===== src/rtl/segment_circle_hit_select_top_macros.svh =====
// Assertion macros shared by the hit select block.
`ifndef SEGMENT_CIRCLE_HIT_SELECT_TOP_MACROS_SVH
`define SEGMENT_CIRCLE_HIT_SELECT_TOP_MACROS_SVH
`ifndef SYNTHESIS
`define SCHS_ASSERT_IMPL(lbl, ck, rs, ante, cons) \
  lbl: assert property (@(posedge ck) disable iff (rs) (ante) |-> (cons)) \
    else $error("schs assertion failed");
`define SCHS_ASSERT_NEXT(lbl, ck, rs, ante, cons) \
  lbl: assert property (@(posedge ck) disable iff (rs) (ante) |=> (cons)) \
    else $error("schs assertion failed");
`else
`define SCHS_ASSERT_IMPL(lbl, ck, rs, ante, cons)
`define SCHS_ASSERT_NEXT(lbl, ck, rs, ante, cons)
`endif
`endif


===== src/rtl/schs_pkg.sv =====
// ----------------------------------------------------------------------------
// schs_pkg
// Types and constants of the segment circle hit select block.
// ----------------------------------------------------------------------------
package schs_pkg;
  localparam int FRACTION_BITS = 16;
  localparam int CNT_W = $clog2(FRACTION_BITS);
  localparam int COORD_W = 24;
  localparam int DELTA_W = COORD_W + 1;
  localparam int MUL_W = COORD_W + 2;
  localparam int PROD_W = 2 * MUL_W;
  localparam int ACC_W = PROD_W + 1;
  localparam int FRAC_W = FRACTION_BITS + 1;
  localparam int RADIUS_W = 16;
  localparam int ID_W = 12;

  typedef struct packed {
    logic signed [DELTA_W-1:0] dx;
    logic signed [DELTA_W-1:0] dy;
    logic signed [DELTA_W-1:0] px;
    logic signed [DELTA_W-1:0] py;
    logic [RADIUS_W-1:0] radius;
    logic [ID_W-1:0] id;
    logic excluded;
    logic last;
  } entry_t;

  // Queue head as seen by the back end.
  typedef struct packed {
    logic valid;
    entry_t entry;
  } queue_head_t;

  typedef enum logic [3:0] {
    ST_IDLE, ST_M0, ST_M1, ST_M2, ST_M3, ST_CLS, ST_DIV,
    ST_OFFX, ST_OFFY, ST_SQX, ST_SQY, ST_DONE
  } state_t;
endpackage


===== src/rtl/schs_item_if.sv =====
// ----------------------------------------------------------------------------
// schs_item_if
// Input channel: one segment and one candidate circle per transfer.
// ----------------------------------------------------------------------------
interface schs_item_if;
  logic valid;
  logic ready;
  logic signed [23:0] seg_start_x;
  logic signed [23:0] seg_start_y;
  logic signed [23:0] seg_end_x;
  logic signed [23:0] seg_end_y;
  logic signed [23:0] target_x;
  logic signed [23:0] target_y;
  logic [15:0] target_radius;
  logic [11:0] target_id;
  logic target_excluded;
  logic last_target;
  modport source (output valid, seg_start_x, seg_start_y, seg_end_x, seg_end_y,
                  target_x, target_y, target_radius, target_id, target_excluded,
                  last_target, input ready);
  modport sink (input valid, seg_start_x, seg_start_y, seg_end_x, seg_end_y,
                target_x, target_y, target_radius, target_id, target_excluded,
                last_target, output ready);
endinterface


===== src/rtl/schs_front.sv =====
// ----------------------------------------------------------------------------
// schs_front
// Accepts items, forms the deltas and the skip flag, and holds a two-entry queue.
// ----------------------------------------------------------------------------
module schs_front (
  input  logic clk,
  input  logic rst,
  schs_item_if.sink item_in,
  output schs_pkg::queue_head_t head,
  input  logic pop
);
  import schs_pkg::*;

  entry_t slots [2];
  logic wr_ptr;
  logic rd_ptr;
  logic [1:0] count;
  entry_t incoming;
  logic push;

  function automatic logic signed [DELTA_W-1:0] diff(input logic signed [COORD_W-1:0] a,
                                                     input logic signed [COORD_W-1:0] b);
    diff = DELTA_W'(a) - DELTA_W'(b);
  endfunction

  always_comb begin
    incoming.dx = diff(item_in.seg_end_x, item_in.seg_start_x);
    incoming.dy = diff(item_in.seg_end_y, item_in.seg_start_y);
    incoming.px = diff(item_in.target_x, item_in.seg_start_x);
    incoming.py = diff(item_in.target_y, item_in.seg_start_y);
    incoming.radius = item_in.target_radius;
    incoming.id = item_in.target_id;
    incoming.excluded = item_in.target_excluded;
    incoming.last = item_in.last_target;
  end

  assign item_in.ready = (count != 2'd2);
  assign push = item_in.valid && item_in.ready;
  assign head.valid = (count != 2'd0);
  assign head.entry = slots[rd_ptr];

  always_ff @(posedge clk) begin
    if (push) begin
      slots[wr_ptr] <= incoming;
    end
  end

  always_ff @(posedge clk) begin
    if (rst) begin
      wr_ptr <= 1'b0;
      rd_ptr <= 1'b0;
      count <= 2'd0;
    end else begin
      if (push) wr_ptr <= ~wr_ptr;
      if (pop) rd_ptr <= ~rd_ptr;
      count <= count + 2'(push) - 2'(pop);
    end
  end
endmodule


===== src/flat_wrapper.sv =====
// flat-port wrapper written by rule: the top's interface ports become plain ports
module schs_front_flat import schs_pkg::*;
  (clk, rst, head, pop, item_in_valid, item_in_seg_start_x, item_in_seg_start_y, item_in_seg_end_x, item_in_seg_end_y, item_in_target_x, item_in_target_y, item_in_target_radius, item_in_target_id, item_in_target_excluded, item_in_last_target, item_in_ready);
  schs_item_if item_in_i ();
  input  logic clk;
  input  logic rst;
  output schs_pkg::queue_head_t head;
  input  logic pop;
  input wire logic [$bits(item_in_i.valid)-1:0] item_in_valid;
  input wire logic [$bits(item_in_i.seg_start_x)-1:0] item_in_seg_start_x;
  input wire logic [$bits(item_in_i.seg_start_y)-1:0] item_in_seg_start_y;
  input wire logic [$bits(item_in_i.seg_end_x)-1:0] item_in_seg_end_x;
  input wire logic [$bits(item_in_i.seg_end_y)-1:0] item_in_seg_end_y;
  input wire logic [$bits(item_in_i.target_x)-1:0] item_in_target_x;
  input wire logic [$bits(item_in_i.target_y)-1:0] item_in_target_y;
  input wire logic [$bits(item_in_i.target_radius)-1:0] item_in_target_radius;
  input wire logic [$bits(item_in_i.target_id)-1:0] item_in_target_id;
  input wire logic [$bits(item_in_i.target_excluded)-1:0] item_in_target_excluded;
  input wire logic [$bits(item_in_i.last_target)-1:0] item_in_last_target;
  output wire logic [$bits(item_in_i.ready)-1:0] item_in_ready;
  assign item_in_i.valid = item_in_valid;
  assign item_in_i.seg_start_x = item_in_seg_start_x;
  assign item_in_i.seg_start_y = item_in_seg_start_y;
  assign item_in_i.seg_end_x = item_in_seg_end_x;
  assign item_in_i.seg_end_y = item_in_seg_end_y;
  assign item_in_i.target_x = item_in_target_x;
  assign item_in_i.target_y = item_in_target_y;
  assign item_in_i.target_radius = item_in_target_radius;
  assign item_in_i.target_id = item_in_target_id;
  assign item_in_i.target_excluded = item_in_target_excluded;
  assign item_in_i.last_target = item_in_last_target;
  assign item_in_ready = item_in_i.ready;
  schs_front u_core (.clk(clk), .rst(rst), .item_in(item_in_i), .head(head), .pop(pop));
endmodule

===== config.mk =====
export PLATFORM = sky130hd
export DESIGN_NAME = schs_front_flat
export DESIGN_NICKNAME = d
export VERILOG_FILES = /design/src/rtl/segment_circle_hit_select_top_macros.svh /design/src/rtl/schs_pkg.sv /design/src/rtl/schs_item_if.sv /design/src/rtl/schs_front.sv /design/src/flat_wrapper.sv
export SDC_FILE = /design/constraint.sdc
export NUM_CORES = 1
export LEC_CHECK = 0
export ABC_AREA = 1
export BUFFER_PORTS_ARGS = -buffer_cell sky130_fd_sc_hd__buf_2
export CORE_UTILIZATION = 35
export DETAILED_ROUTE_END_ITERATION = 12
export GPL_TIMING_DRIVEN = 0
export PLACE_DENSITY_LB_ADDON = 0.08
export SKIP_CTS_REPAIR_TIMING = 1
export SLEW_MARGIN = 0
export SYNTH_ARGS = -nofsm -noshare
export SYNTH_HDL_FRONTEND = slang
export SYNTH_SLANG_ARGS = --single-unit

===== constraint.sdc =====
create_clock -name clk -period 8.55 [get_ports clk]
set_input_delay 1.71 -clock clk [delete_from_list [all_inputs] [get_ports clk]]
set_output_delay 1.71 -clock clk [all_outputs]
set_load 0.01 [all_outputs]

# ---- Word level (Yosys, flattened, before mapping)
# Memories as Yosys holds them, arrays and structs flattened. A register that Yosys moved wholly into a read port is not among the register bits.
# Index checks and enable logic that the tools add are counted.
dict set report op_classes {
  n_eq_ne 1
  n_addsub 6
  n_reduce_logical 2
  muxes 4
  n_bitwise 2
}
# op count
set op_table {}
lappend op_table {{$sub 24x24->25} 4}
lappend op_table {{$mux 1} 4}
lappend op_table {{$add 2x1->2} 1}
lappend op_table {{$ne 2x2->1 const B} 1}
lappend op_table {{$not 1->1} 2}
lappend op_table {{$reduce_bool 2->1} 1}
lappend op_table {{$sub 2x1->2} 1}
lappend op_table {{$logic_and 1x1->1} 1}
dict set report word_totals {
  word_cells 19
  out_inout_bits 132
  memories 1
  mem_bits_rw 260
  inputBits 178
  reg_bits 4
}
# memory depth width rd rd_ports_with_merged_regs write_ports line_no
set mem_list {}
lappend mem_list {u_core.slots 2 130 1 1 1 schs_front.sv:14} ;# entry_t slots [2];

# ---- Logic depth before layout (Yosys ltp)
dict set report logic_depth {
  word_depth 4
  ltp_mapped 12
}

# ---- Least setup slack after synthesis
# No wires, ideal clock.
dict set report synth_path {
  path_kind {input port to flip-flop}
  from {input item_in_valid}
  to {memory u_core.slots[1][0] (netlist bit), enable pin}
  n_path_buf 0
  setup_time_ns 0.622
  stages 2
  arrival_ns 7.222
  path_slack_ns 0.706
  path_cell_list {nand2_1 > nor2_1}
}
dict set report synth_via {
  elab_chain_len 3
}
# item line_no
set synth_rtl {}
lappend synth_rtl {{from (decl)} flat_wrapper.sv:9} ;# input wire logic [$bits(item_in_i.valid)-1:0] item_in_valid;
lappend synth_rtl {{$logic_and 1x1->1} schs_front.sv:38} ;# assign push = item_in.valid && item_in.ready;
lappend synth_rtl {{$mux 1} schs_front.sv:43} ;# if (push) begin
lappend synth_rtl {{$mux 1 (implied by the code)} schs_front.sv:44} ;# slots[wr_ptr] <= incoming;
lappend synth_rtl {{to (decl)} schs_front.sv:14}
# No other way between the ends.

==> out/metrics.cfg <==
[clock_network]
clkSlewWorstSetupHoldPaths_ns=0.06
cts.path.max_buffers=3
clkLatencyLatePin_ns=0.57
cts_tree=yes
cts_root_buf=clkbuf_16
cts.htree.levels=1
numCtsBuffers=31
clkSinkCount=265

[yosys]
synth_area_leaders=edfxtp_1 46%, nand2_1 16%, inv_1 9.2%
synth_common_cells=704 x nand2_1, 417 x inv_1, 260 x edfxtp_1
async_flop_share=0
synthMuxAreaShare=0.0863
avgSynthCellArea_um2=8.45
synth_nets=2287
synthSimpleGateAreaFrac=0.232
synth_warnings=0
yosysMostFrequentCell=nand2_1
ys_seq_area_frac=0.466
synth_seq_cells=265
synth_flop_cell=edfxtp_1
synth_top_family_by_area=simple AND/OR/NAND/NOR gates
synth-edff-count=260
synthesis.area_um2=17000
synth_compound_area_frac=0.0148
synth_top_area_frac=0.460
ys_types=22
postSynthCellCount=2007
synth_fa_ha_area_frac=0.0770
yosys.area.top_type=edfxtp_1
synth-xor-area-share=0.0274

[critical_path]
cp.required_ns=6.84
critPathLaunchType=flop
path_cells=buf_2, buf_2, mux2_2, buf_2
endpoint_kind=output pin
crit_path_top_delay_cell=mux2_2
path_common_cell=buf_2
worst-setup-path-type=flop to output pin
slowest_delay_ns=0.42
cp.arrival_ns=2.30
cp_max_fo=11

[timing]
rsz0062_at_grt=false
finalMaxSlewViolations=0
setup_viol=0
clock.fmax_mhz=249
fin_crit_sh=0.470
worst_pin_slew_ns=0.568
hold_viol_final=0
min_period_ns=4.01
relSlewSlack=0.620
finalClockSkew_ns=0.0149

[outcome]
status=complete, no violations

[die]
floorplan.initialDensity=0.355
io_pins=310
die_x_um=222
die-area_um2=49300
core_area_um2=47700
num_rows=80
die_h_um=222

[routing]
drcViolationCount=0
drtIter0Drc=704
ant_nets=0
wirelength_mm=48.3
num_vias=13844
wl_per_cell_um=16.1
via_per_inst=4.61
dr.pass1.iters=5

[final_layout]
nets=2639
final_util=0.429
stdcell_area_um2=20500
fill_cells=4882
syn_to_final_growth_pct=20.8
layout-drive-gt1-share=0.221

[global_routing]
overflow=0
grt_max_degree=27
grt_pass1_vias=13454
grt_antenna_before_repair=8
grt_use_total=0.195
grt_pass1_wl_mm=73.9

[power_and_ir_drop]
vdd_drop_max_mv=0.159
power_per_cell_area_nw_per_um2=199
p_leak_nw=10.2

[placement]
port_buffers=309
dp_hpwl_mm=39.5
place_congestion=0.897
dpl_cell_area_um2=19500

[hold_path]
hold_class=flop to flop

[run]
drv_cap=0

critical path: cells and delay by family (launching register included):
kind,cells,cell delay [ns]
buffers and inverters,3,0.94
flip-flops,1,0.36
multiplexers,1,0.42
report_power, final:
group / switching [mW] / total, mW / leakage [nW] / internal (mW)
Clock: 0.526 / 1.26 / 0.462 / 0.731
Combinational: 0.697 / 1.12 / 7.30 / 0.422
Sequential: 0.0329 / 1.71 / 2.47 / 1.67
flip-flops by register name, indices dropped and copies added, names as in the netlist, named ones only:
| signal | flops |
|---|---|
| u_core.count | 2 |
| u_core.rd_ptr | 1 |
| u_core.slots | 260 |
| u_core.wr_ptr | 1 |
routing by layer:
| layer | wire (um) | track usage |
|---|---|---|
| met5 | 41 | 0 |
| met4 | 1200 | 0.0556 |
| met3 | 2560 | 0.0374 |
| met2 | 21100 | 0.304 |
| met1 | 23500 | 0.272 |
placed cells by master (no fill, tap or decap), drive strengths merged, types with 4 or more instances in the layout:
master and n:
a21oi 50, and2 6, buf 333, clkbuf 48, clkinv 5, dfxtp 5
diode 6, edfxtp 260, fa 4, ha 98, inv 418, mux2 130
nand2 708, nand3 81, nand3b 7, nand4 25, nor2 135, nor3 9
or2 4, xnor2 7, xor2 46
layout make-up:
type | count | area, um2 | area share
flip-flops and latches | 265 | 7910 | 0.386
multi-input cells | 1311 | 7430 | 0.363
repair buffers | 319 | 1750 | 0.0853
inverters | 417 | 1570 | 0.0764
clock buffers | 48 | 870 | 0.0425
well taps | 615 | 769 | 0.0376
clock inverters | 10 | 104 | 0.00507
plain buffers | 14 | 70.1 | 0.00342
diodes | 6 | 15.0 | 0.000733
through the flow:
| step | cells | power [mW] | hold WS [ns] | TNS, ns | worst slack (ns) |
|---|---|---|---|---|---|
| after floorplan | 2007 | 2.45 | 0.480 | 0 | 0.706 |
| after global placement | 2931 | 2.88 | 0.496 | -961.17 | -3.73 |
| after detailed placement | 2941 | 2.86 | 0.502 | 0 | 4.88 |
| after CTS | 2999 | 4.15 | 0.521 | 0 | 4.43 |
| after global routing | 3004 | 4.31 | 0.557 | 0 | 4.42 |
| final | 3005 | 4.08 | 0.517 | 0 | 4.54 |
cell families (layout without fill, tap and decap cells):
logic type,count (synthesis),after routing
XOR/XNOR,53,53
AO/OA/AOI/OAI,50,50
flip-flops,265,265
multiplexers,130,130
adder cells (fa/ha/maj),102,102
buffers and inverters,431,808
AND/OR/NAND/NOR,976,976
other,0,6
final timing paths:
path                         endpoint  slack, ns  depth (start not counted)             from
hold / removal                   flop       0.52                          2    u_core.rd_ptr
hold reg to reg                  flop       0.52                          2    u_core.rd_ptr
setup / recovery            head[106]       4.54                          4             flop
setup reg to reg  u_core.slots[1][83]       6.65                          6  u_core.count[0]
No activity file was read; power rests on OpenSTA's default activity.
